<file path="config.mk">
export PLATFORM = sky130hd
export DESIGN_NAME = periodic_event_timer_table_core_flat
export DESIGN_NICKNAME = d
export VERILOG_FILES = /design/src/sv/pett_pkg.sv /design/src/sv/pett_if.sv /design/src/sv/pett_slot_ram.sv /design/src/sv/periodic_event_timer_table_core.sv /design/src/flat_wrapper.sv
export SDC_FILE = /design/constraint.sdc
export NUM_CORES = 2
export LEC_CHECK = 0
export ABC_AREA = 1
export BUFFER_PORTS_ARGS = -buffer_cell sky130_fd_sc_hd__buf_4
export CAP_MARGIN = 20
export CORE_UTILIZATION = 63
export CTS_CLUSTER_DIAMETER = 80
export DETAILED_ROUTE_END_ITERATION = 7
export PLACE_DENSITY = 0.79
export SYNTH_ARGS = -nofsm -noshare
export SYNTH_HDL_FRONTEND = slang
export SYNTH_HIERARCHICAL = 1
export SYNTH_SLANG_ARGS = --single-unit
</file>
<file path="constraint.sdc">
create_clock -name clk -period 8.88 [get_ports clk]
set_input_delay 2.664 -clock clk [delete_from_list [all_inputs] [get_ports clk]]
set_output_delay 2.664 -clock clk [all_outputs]
set_load 0.05 [all_outputs]
</file>
<file path="src/sv/pett_pkg.sv">
// Package: shared types, codes and arithmetic helpers of the periodic event timer table.
package pett_pkg;

  localparam int Slots = 32;
  localparam int SlotW = (Slots > 1) ? $clog2(Slots) : 1;
  localparam int MaxFire = 32;
  localparam int FireW = $clog2(MaxFire + 1);

  localparam logic [31:0] TimeMax = 32'hFFFF_FFFF;
  localparam logic [31:0] PeriodMax = 32'h7FFF_FFFF;
  localparam logic [30:0] JitLimShort = 31'd10;
  localparam logic [30:0] JitLimMid = 31'd60;
  localparam logic [30:0] JitLimLong = 31'd300;
  localparam logic [4:0] JitSpanShort = 5'd6;
  localparam logic [4:0] JitSpanMid = 5'd12;
  localparam logic [4:0] JitSpanLong = 5'd20;

  localparam logic [2:0] ActAddPer = 3'd0;
  localparam logic [2:0] ActAddOne = 3'd1;
  localparam logic [2:0] ActDelete = 3'd2;
  localparam logic [2:0] ActUpdate = 3'd3;
  localparam logic [2:0] ActRun = 3'd4;
  localparam logic [2:0] ActQuery = 3'd5;

  localparam logic [2:0] KindAdded = 3'd0;
  localparam logic [2:0] KindFull = 3'd1;
  localparam logic [2:0] KindDeleted = 3'd2;
  localparam logic [2:0] KindNotFound = 3'd3;
  localparam logic [2:0] KindUpdated = 3'd4;
  localparam logic [2:0] KindFired = 3'd5;
  localparam logic [2:0] KindRunDone = 3'd6;
  localparam logic [2:0] KindNext = 3'd7;

  typedef struct packed {
    logic        enabled;
    logic        oneshot;
    logic [30:0] period;
    logic [31:0] deadline;
    logic [15:0] tag;
  } entry_t;

  typedef struct packed {
    logic [2:0]  kind;
    logic [4:0]  slot;
    logic [15:0] fired_tag;
    logic [31:0] next_deadline;
    logic        none_pending;
    logic        last;
  } result_t;

  function automatic logic [31:0] sat_add(input logic [31:0] a, input logic [31:0] b);
    logic [32:0] s;
    s = {1'b0, a} + {1'b0, b};
    return s[32] ? TimeMax : s[31:0];
  endfunction

  function automatic logic [30:0] jitter(input logic [30:0] d, input logic [15:0] r);
    logic [4:0]  span;
    logic [20:0] prod;
    logic [31:0] p;
    if (d <= JitLimShort) begin
      return d;
    end
    if (d <= JitLimMid) begin
      span = JitSpanShort;
    end else if (d <= JitLimLong) begin
      span = JitSpanMid;
    end else begin
      span = JitSpanLong;
    end
    prod = 21'(r) * 21'(span);
    p = 32'(d) + 32'(prod[20:16]) + 32'd1 - 32'(span >> 1);
    if (p > PeriodMax) begin
      p = PeriodMax;
    end
    return p[30:0];
  endfunction

endpackage

</file>
<file path="src/sv/pett_if.sv">
// Interfaces: operation and result channels of the timer table.
interface pett_in_if;
  logic        valid;
  logic        ready;
  logic [2:0]  action;
  logic [15:0] tag;
  logic [31:0] now;
  logic [30:0] interval;
  logic [15:0] random;
  modport source (output valid, action, tag, now, interval, random, input ready);
  modport sink (input valid, action, tag, now, interval, random, output ready);
endinterface

interface pett_out_if;
  logic        valid;
  logic        ready;
  logic [2:0]  kind;
  logic [4:0]  slot;
  logic [15:0] fired_tag;
  logic [31:0] next_deadline;
  logic        none_pending;
  logic        last;
  modport source (output valid, kind, slot, fired_tag, next_deadline, none_pending, last,
                  input ready);
  modport sink (input valid, kind, slot, fired_tag, next_deadline, none_pending, last,
                output ready);
endinterface

</file>
<file path="src/sv/pett_slot_ram.sv">
// Generic single-write, single-read synchronous RAM with registered read data.
module pett_slot_ram #(
  parameter int Width = 8,
  parameter int Depth = 32
) (
  input  logic                                  clk,
  input  logic                                  we,
  input  logic [((Depth > 1) ? $clog2(Depth) : 1)-1:0] waddr,
  input  logic [Width-1:0]                      wdata,
  input  logic                                  re,
  input  logic [((Depth > 1) ? $clog2(Depth) : 1)-1:0] raddr,
  output logic [Width-1:0]                      rdata
);

  logic [Width-1:0] mem [Depth];
  logic [Width-1:0] rdata_r;

  always_ff @(posedge clk) begin
    if (we) begin
      mem[waddr] <= wdata;
    end
    if (re) begin
      rdata_r <= mem[raddr];
    end
  end

  assign rdata = rdata_r;

endmodule

</file>
<file path="src/sv/periodic_event_timer_table_core.sv">
// Top level: timer slot table with sequential scan over a slot RAM.
//
//  channel | dir | transaction
//  in_ch   | in  | action, tag, now, interval, random
//  out_ch  | out | kind, slot, fired_tag, next_deadline, none_pending, last
//
// One operation at a time: PREP and START set up, then SCAN reads one slot per
// cycle from the single RAM read port unless a full result register stalls it,
// and FINISH closes run, query and failing searches. Add, delete and update end
// at the matching slot. Actions 6 and 7 are taken while idle and give no result.
// Reset clears state, output valid and active bits; slot fields come from add.
// A full result register stalls the scan; input is taken whenever idle.
module periodic_event_timer_table_core (
  input  logic      clk,
  input  logic      rst_n,
  pett_in_if.sink   in_ch,
  pett_out_if.source out_ch
);

  typedef enum logic [4:0] {
    ST_IDLE   = 5'b00001,
    ST_PREP   = 5'b00010,
    ST_START  = 5'b00100,
    ST_SCAN   = 5'b01000,
    ST_FINISH = 5'b10000
  } state_t;

  localparam logic [pett_pkg::SlotW-1:0] SlotLast = pett_pkg::SlotW'(pett_pkg::Slots - 1);

  state_t state_r, state_nxt;
  logic [pett_pkg::Slots-1:0] active_r, active_nxt;
  logic [pett_pkg::SlotW-1:0] idx_r, idx_nxt;
  logic [2:0]  act_r;
  logic [15:0] tag_r;
  logic [31:0] now_r;
  logic [30:0] ival_r;
  logic [15:0] rnd_r;
  logic [30:0] per_r;
  logic [31:0] dl_r;
  logic [31:0] min_r, min_nxt;
  logic        any_r, any_nxt;
  logic [pett_pkg::FireW-1:0] fire_r, fire_nxt;
  logic        out_valid_r;
  pett_pkg::result_t out_r;

  pett_pkg::entry_t cur, went;
  logic [$bits(pett_pkg::entry_t)-1:0] rdata;
  logic        we, re;
  logic [pett_pkg::SlotW-1:0] raddr;
  logic        out_free, load;
  pett_pkg::result_t res;
  logic        emit, wr, clr, set, found, stall, hit, slot_act;
  logic [31:0] idx_wide;

  pett_slot_ram #(
    .Width ($bits(pett_pkg::entry_t)),
    .Depth (pett_pkg::Slots)
  ) u_ram (
    .clk   (clk),
    .we    (we),
    .waddr (idx_r),
    .wdata (went),
    .re    (re),
    .raddr (raddr),
    .rdata (rdata)
  );

  assign cur = pett_pkg::entry_t'(rdata);
  assign out_free = !out_valid_r || out_ch.ready;
  assign in_ch.ready = (state_r == ST_IDLE);
  assign idx_wide = 32'(idx_r);
  assign slot_act = active_r[idx_r];
  assign hit = slot_act && (cur.tag == tag_r);

  always_comb begin
    emit = 1'b0;
    wr = 1'b0;
    clr = 1'b0;
    set = 1'b0;
    found = 1'b0;
    went = cur;
    res = '0;
    min_nxt = min_r;
    any_nxt = any_r;
    fire_nxt = fire_r;
    unique case (act_r)
      pett_pkg::ActAddPer, pett_pkg::ActAddOne: begin
        if (!slot_act) begin
          wr = 1'b1;
          set = 1'b1;
          found = 1'b1;
          emit = 1'b1;
          went.enabled = (act_r == pett_pkg::ActAddOne) || (ival_r != '0);
          went.oneshot = (act_r == pett_pkg::ActAddOne);
          went.period = per_r;
          went.deadline = dl_r;
          went.tag = tag_r;
          res.kind = pett_pkg::KindAdded;
          res.slot = idx_wide[4:0];
          res.fired_tag = tag_r;
          res.last = 1'b1;
        end
      end
      pett_pkg::ActDelete: begin
        if (hit) begin
          clr = 1'b1;
          found = 1'b1;
          emit = 1'b1;
          res.kind = pett_pkg::KindDeleted;
          res.slot = idx_wide[4:0];
          res.fired_tag = tag_r;
          res.last = 1'b1;
        end
      end
      pett_pkg::ActUpdate: begin
        if (hit) begin
          wr = 1'b1;
          found = 1'b1;
          emit = 1'b1;
          went.oneshot = 1'b0;
          if (ival_r != '0) begin
            went.enabled = 1'b1;
            went.period = ival_r;
            if (dl_r < cur.deadline) begin
              went.deadline = dl_r;
            end
          end else begin
            went.enabled = 1'b0;
          end
          res.kind = pett_pkg::KindUpdated;
          res.slot = idx_wide[4:0];
          res.fired_tag = tag_r;
          res.last = 1'b1;
        end
      end
      pett_pkg::ActRun: begin
        if (slot_act && cur.enabled && (cur.deadline <= now_r) &&
            (32'(fire_r) < 32'(pett_pkg::MaxFire))) begin
          emit = 1'b1;
          fire_nxt = fire_r + 1'b1;
          res.kind = pett_pkg::KindFired;
          res.slot = idx_wide[4:0];
          res.fired_tag = cur.tag;
          if (cur.oneshot) begin
            clr = 1'b1;
          end else begin
            wr = 1'b1;
            went.deadline = pett_pkg::sat_add(now_r, 32'(cur.period));
          end
        end
      end
      pett_pkg::ActQuery: begin
        if (slot_act && cur.enabled && (!any_r || cur.deadline < min_r)) begin
          min_nxt = cur.deadline;
          any_nxt = 1'b1;
        end
      end
      default: begin
      end
    endcase
    if (state_r == ST_FINISH) begin
      res = '0;
      res.last = 1'b1;
      priority case (act_r)
        pett_pkg::ActAddPer, pett_pkg::ActAddOne: begin
          res.kind = pett_pkg::KindFull;
          res.fired_tag = tag_r;
        end
        pett_pkg::ActDelete, pett_pkg::ActUpdate: begin
          res.kind = pett_pkg::KindNotFound;
          res.fired_tag = tag_r;
        end
        pett_pkg::ActRun: begin
          res.kind = pett_pkg::KindRunDone;
        end
        default: begin
          res.kind = pett_pkg::KindNext;
          res.next_deadline = any_r ? min_r : '0;
          res.none_pending = !any_r;
        end
      endcase
    end
  end

  always_comb begin
    state_nxt = state_r;
    idx_nxt = idx_r;
    active_nxt = active_r;
    stall = emit && !out_free;
    we = 1'b0;
    re = 1'b0;
    raddr = idx_r + 1'b1;
    load = 1'b0;
    unique case (state_r)
      ST_IDLE: begin
        if (in_ch.valid && (in_ch.action <= pett_pkg::ActQuery)) begin
          state_nxt = ST_PREP;
        end
      end
      ST_PREP: begin
        state_nxt = ST_START;
      end
      ST_START: begin
        re = 1'b1;
        raddr = '0;
        idx_nxt = '0;
        state_nxt = ST_SCAN;
      end
      ST_SCAN: begin
        if (!stall) begin
          we = wr;
          load = emit;
          if (clr) begin
            active_nxt[idx_r] = 1'b0;
          end
          if (set) begin
            active_nxt[idx_r] = 1'b1;
          end
          if (found) begin
            state_nxt = ST_IDLE;
          end else if (idx_r == SlotLast) begin
            state_nxt = ST_FINISH;
          end else begin
            re = 1'b1;
            idx_nxt = idx_r + 1'b1;
          end
        end
      end
      ST_FINISH: begin
        if (out_free) begin
          load = 1'b1;
          state_nxt = ST_IDLE;
        end
      end
      default: begin
        state_nxt = ST_IDLE;
      end
    endcase
  end

  always_ff @(posedge clk) begin
    if (!rst_n) begin
      state_r <= ST_IDLE;
      active_r <= '0;
      out_valid_r <= 1'b0;
    end else begin
      state_r <= state_nxt;
      active_r <= active_nxt;
      if (load) begin
        out_valid_r <= 1'b1;
      end else if (out_ch.ready) begin
        out_valid_r <= 1'b0;
      end
    end
  end

  always_ff @(posedge clk) begin
    idx_r <= idx_nxt;
    if (load) begin
      out_r <= res;
    end
    if (state_r == ST_IDLE && in_ch.valid) begin
      act_r <= in_ch.action;
      tag_r <= in_ch.tag;
      now_r <= in_ch.now;
      ival_r <= in_ch.interval;
      rnd_r <= in_ch.random;
    end
    if (state_r == ST_PREP) begin
      per_r <= (act_r == pett_pkg::ActAddPer) ? pett_pkg::jitter(ival_r, rnd_r) : '0;
    end
    if (state_r == ST_START) begin
      min_r <= '0;
      any_r <= 1'b0;
      fire_r <= '0;
      if (act_r == pett_pkg::ActAddPer) begin
        dl_r <= (ival_r == '0) ? '0 : pett_pkg::sat_add(now_r, 32'(per_r));
      end else begin
        dl_r <= pett_pkg::sat_add(now_r, 32'(ival_r));
      end
    end else if (state_r == ST_SCAN && !stall) begin
      min_r <= min_nxt;
      any_r <= any_nxt;
      fire_r <= fire_nxt;
    end
  end

  assign out_ch.valid = out_valid_r;
  assign out_ch.kind = out_r.kind;
  assign out_ch.slot = out_r.slot;
  assign out_ch.fired_tag = out_r.fired_tag;
  assign out_ch.next_deadline = out_r.next_deadline;
  assign out_ch.none_pending = out_r.none_pending;
  assign out_ch.last = out_r.last;

endmodule

</file>
<file path="src/flat_wrapper.sv">
// flat-port wrapper written by rule: the top's interface ports become plain ports
module periodic_event_timer_table_core_flat 
  (clk, rst_n, in_ch_valid, in_ch_action, in_ch_tag, in_ch_now, in_ch_interval, in_ch_random, in_ch_ready, out_ch_valid, out_ch_kind, out_ch_slot, out_ch_fired_tag, out_ch_next_deadline, out_ch_none_pending, out_ch_last, out_ch_ready);
  pett_in_if in_ch_i ();
  pett_out_if out_ch_i ();
  input  logic clk;
  input  logic rst_n;
  input wire logic [$bits(in_ch_i.valid)-1:0] in_ch_valid;
  input wire logic [$bits(in_ch_i.action)-1:0] in_ch_action;
  input wire logic [$bits(in_ch_i.tag)-1:0] in_ch_tag;
  input wire logic [$bits(in_ch_i.now)-1:0] in_ch_now;
  input wire logic [$bits(in_ch_i.interval)-1:0] in_ch_interval;
  input wire logic [$bits(in_ch_i.random)-1:0] in_ch_random;
  output wire logic [$bits(in_ch_i.ready)-1:0] in_ch_ready;
  output wire logic [$bits(out_ch_i.valid)-1:0] out_ch_valid;
  output wire logic [$bits(out_ch_i.kind)-1:0] out_ch_kind;
  output wire logic [$bits(out_ch_i.slot)-1:0] out_ch_slot;
  output wire logic [$bits(out_ch_i.fired_tag)-1:0] out_ch_fired_tag;
  output wire logic [$bits(out_ch_i.next_deadline)-1:0] out_ch_next_deadline;
  output wire logic [$bits(out_ch_i.none_pending)-1:0] out_ch_none_pending;
  output wire logic [$bits(out_ch_i.last)-1:0] out_ch_last;
  input wire logic [$bits(out_ch_i.ready)-1:0] out_ch_ready;
  assign in_ch_i.valid = in_ch_valid;
  assign in_ch_i.action = in_ch_action;
  assign in_ch_i.tag = in_ch_tag;
  assign in_ch_i.now = in_ch_now;
  assign in_ch_i.interval = in_ch_interval;
  assign in_ch_i.random = in_ch_random;
  assign in_ch_ready = in_ch_i.ready;
  assign out_ch_valid = out_ch_i.valid;
  assign out_ch_kind = out_ch_i.kind;
  assign out_ch_slot = out_ch_i.slot;
  assign out_ch_fired_tag = out_ch_i.fired_tag;
  assign out_ch_next_deadline = out_ch_i.next_deadline;
  assign out_ch_none_pending = out_ch_i.none_pending;
  assign out_ch_last = out_ch_i.last;
  assign out_ch_i.ready = out_ch_ready;
  periodic_event_timer_table_core u_core (.clk(clk), .rst_n(rst_n), .in_ch(in_ch_i), .out_ch(out_ch_i));
endmodule
</file>
==> flow_summary_export.csv <==
group,metric,value,unit
die,die_height,461,µm
cells_and_area,layout.nets,12600,
power_and_ir_drop,p_sw_frac,0.262,
yosys,synthArstFlopShare,0,
yosys,syn_inst,12100,
cells_and_area,final_layout_size_suffix_gt1_frac,0.0814,
sta,min_period_over_period,0.909,
worst_setup_path,rrSetupSlack,0.81,ns
drt,drt-total-wl,434000,µm
power_and_ir_drop,ir_worst_vdd,0.000227,V
yosys,synth_edf_count,2897,
hold_path,hold_path_class,"reg2reg",
grt,antenna_found_initial,20,
place,portBuffers,161,
power_and_ir_drop,power.leakage,54.7,nW
yosys,ys_ff_latch,2974,
power_and_ir_drop,pwr-share-clk,0.380,
yosys,synth_area,133000,µm²
yosys,ys_seq_area_frac,0.667,
sta,worst_slew_pin_slew,1.20,ns
yosys,synthTopCellsByArea,"edfxtp_1, nand2_1, nand3_1, ha_1, buf_2",
worst_setup_path,cp-startpoint,"u_core/ival_r[28]",
job,max_cap_violations,0,
sta,clock_skew,0.110,ns
die,core_area,209000,µm²
sta,maxSlewHeadroom,0.197,
outcome,violations,"DRC",
power_and_ir_drop,power,33.2,mW
die,die_area,213000,µm²
power_and_ir_drop,p_sw,8.70,mW
worst_setup_path,cp-start-kind,"register",
clocking,cts-root-buf,"clkbuf_16",
power_and_ir_drop,power_frac_seq,0.489,
clocking,clk_path_buf_depth,4,
worst_setup_path,endpoint_kind,"register",
yosys,synth_top_area_share,0.655,
worst_setup_path,crit_path_end,"u_core/per_r[28]",
clocking,htreeDepth,5,
sta,hold_viol,0,
power_and_ir_drop,internal_power,24.5,mW
clocking,numCtsBuffers,314,
worst_setup_path,reg2reg_depth,42,
yosys,syn_area_per_cell,10.9,µm²
die,die_w,461,µm
sta,fin_setup_tns,0,ns
worst_setup_path,required,9.55,ns
cells_and_area,area_delta_synth_final,11.0,%
die,io_pins,162,
outcome,status,"finished with violations",
sta,period_needed,8.07,ns
grt,grt_pass1_vias,95300,
sta,report.final.slew_viol_count,0,
drt,viasPerCell,6.58,
clocking,cts_tree,"built",
drt,drt_iter0_drc,17300,
die,rows,168,
sta,hold-worst-slack,0.461,ns
power_and_ir_drop,power.share.combinational,0.131,
sta,timing.fmax,124,MHz
worst_setup_path,crit_arrival,8.75,ns
sta,setup_violations,0,
yosys,syn-num-nets,12600,
clocking,clkTransAtPathRegs,0.06,ns
grt,grt_util_all_layers,0.404,
worst_setup_path,r2r_start,"u_core/ival_r[28]",
sta,rsz0062_at_grt,"false",
drt,wire_per_inst,28.4,µm
drt,antenna_left,0,
yosys,yosysWarnings,6,
grt,grt_remaining_overflow,0,
yosys,synth_cell_types,63,
grt,grt_pass1_wl,625000,µm
clocking,clkLatencyLatePin,0.97,ns
drt,first_pass_iters,8,
drt,drc,3,
yosys,yosys.area.top_type,"edfxtp_1",
yosys,ys_dominant_reg_cell,"edfxtp_1",
die,initial_utilization,0.634,
worst_setup_path,cp_slowest_stage_delay,0.50,ns
clocking,clock_sinks,2974,
worst_setup_path,cp_slowest_cell,"fa_1",
power_and_ir_drop,p_per_area,225,nW/µm²
place,dp_hpwl,247000,µm
worst_setup_path,r2r-end,"u_core/per_r[28]",
worst_setup_path,criticalPathCategory,"reg2reg",
place,place_congestion,0.994,
clocking,cts_setup_buffers,0,
worst_setup_path,critPathMaxFanout,12,
drt,vias,100000,
grt,grt_max_degree,194,
state kept, by name, indices dropped and copies added (netlist names), 16 cells and up:
signal,cells
u_core/min_r,32
u_core/out_ch.fired_tag,16
u_core/u_ram/rdata,81
u_core/per_r,31
u_core/u_ram/mem,2592
u_core/active_r,32
u_core/rnd_r,16
u_core/tag_r,16
u_core/now_r,32
u_core/out_ch.next_deadline,32
u_core/dl_r,32
u_core/ival_r,31
power by group through the flow:
stage / registers [mW] / clock network [mW] / logic, mW
final: 16.2 / 12.6 / 4.33
after global placement: 16.5 / 0 / 4.16
after floorplan: 16.4 / 0 / 2.57
after global routing: 16.2 / 13.2 / 4.63
after detailed placement: 16.5 / 0 / 4.18
after CTS: 16.2 / 12.6 / 4.21
cell type report:
type	instances	area (µm²)
well taps	2805	3510
flip-flops and latches	2974	88500
clock buffers	389	8260
clock inverters	156	1410
inverters	449	1740
multi-input cells	8036	39800
diodes	6	15.0
fillers	14200	62000
repair buffers	429	4030
repair_timing:
action                     CTS  global route
gates resized for setup      0             1
hold endpoints to repair     0             0
setup endpoints to repair    0             3
hold buffers                 0             0
per-layer routing:
metal  share of wire  vias to the layer above  track usage
li1                -                    42900            -
met1            0.36                    47600        0.567
met2            0.44                     8275        0.601
met3            0.15                     1423        0.100
met4           0.048                       10        0.178
met5         0.00016                        -            0
cells by family after synthesis:
logic type,share of synthesized area
flops,0.667
simple gates,0.218
compound gates,0.0381
fa+ha+maj,0.0329
buf+inv,0.0372
xor+xnor,0.00673
mux,0.0000848
how the worst min path moves through the flow:
stage	startpoint	endpoint	slack (ns)	cells past startpoint
after detailed placement	u_core/active_r[10]	u_core/active_r[10]	0.45	2
after floorplan	u_core/active_r[1]	u_core/active_r[1]	0.44	2
after global routing	u_core/active_r[10]	u_core/active_r[10]	0.47	2
after CTS	u_core/active_r[10]	u_core/active_r[10]	0.46	2
after global placement	u_core/active_r[10]	u_core/active_r[10]	0.45	2
final	u_core/active_r[10]	u_core/active_r[10]	0.46	2
synth_stat cells (10+ instances only):
cell	instances
o21a_1	16
ha_1	293
nor3_1	39
a21o_1	10
buf_6	11
xnor2_1	50
clkbuf_1	153
nor4_1	20
buf_1	79
o21ai_0	247
inv_1	430
dfxtp_1	77
nand2_1	3665
o221ai_1	60
edfxtp_1	2897
o211ai_1	63
or2_2	10
fa_1	35
o21ai_2	20
o22ai_1	12
nand3_1	2360
a22oi_1	17
nand4_1	130
buf_2	406
inv_2	12
xor2_1	52
nor2_1	485
buf_4	29
a22o_1	11
a211oi_1	12
nand2_2	12
a21oi_1	336
cell usage in the layout, fill, tap and decap left out, types with 9 or more instances in the layout:
master      instances
o221ai_1           30
or2_2              10
bufinv_16          22
inv_1             430
a22oi_1            16
a211oi_1           12
buf_4             362
nor2_4             44
nand4_1           130
fa_1               35
edfxtp_1         2897
o21ai_0           241
dfxtp_1            77
buf_12             56
clkbuf_16         318
o21a_1             16
nand2_1          3664
o221ai_2           28
clkinvlp_4         13
o22ai_1            12
clkinv_2           49
nor2_1            439
o211ai_1           63
clkinv_1           62
nor3_1             38
nor4_1             17
xnor2_1            50
nand2_2            12
a21o_1             10
clkbuf_1           67
o21ai_2            22
inv_2               9
xor2_1             52
o21ai_1            13
a21oi_1           334
a22o_1             11
nand3_1          2360
ha_1              293
worst max-delay path, delay by kind of cell (launching register included):
| family | cells | cell delay [ns] |
|---|---|---|
| AOI/OAI and AO/OA | 10 | 1.77 |
| and+or+nand+nor | 15 | 1.38 |
| buffers and inverters | 8 | 1.21 |
| xor gates and xnor gates | 2 | 0.39 |
| DFF | 1 | 0.47 |
| adders and majority gates | 7 | 2.60 |
metrics by stage:
stage | util | instance area (µm²) | std cells | setup WS, ns
2_1_floorplan | - | 133000 | 12100 | 1.24
5_1_grt | 0.704 | 147000 | 15200 | 0.0411
3_5_place_dp | 0.657 | 138000 | 14700 | 0.611
6_report | 0.704 | 147000 | 15200 | 0.806
3_3_place_gp | 0.656 | 137000 | 14700 | 0.484
4_1_cts | 0.703 | 147000 | 15200 | 0.589
Note: power is estimated with default switching activity, not from simulation.
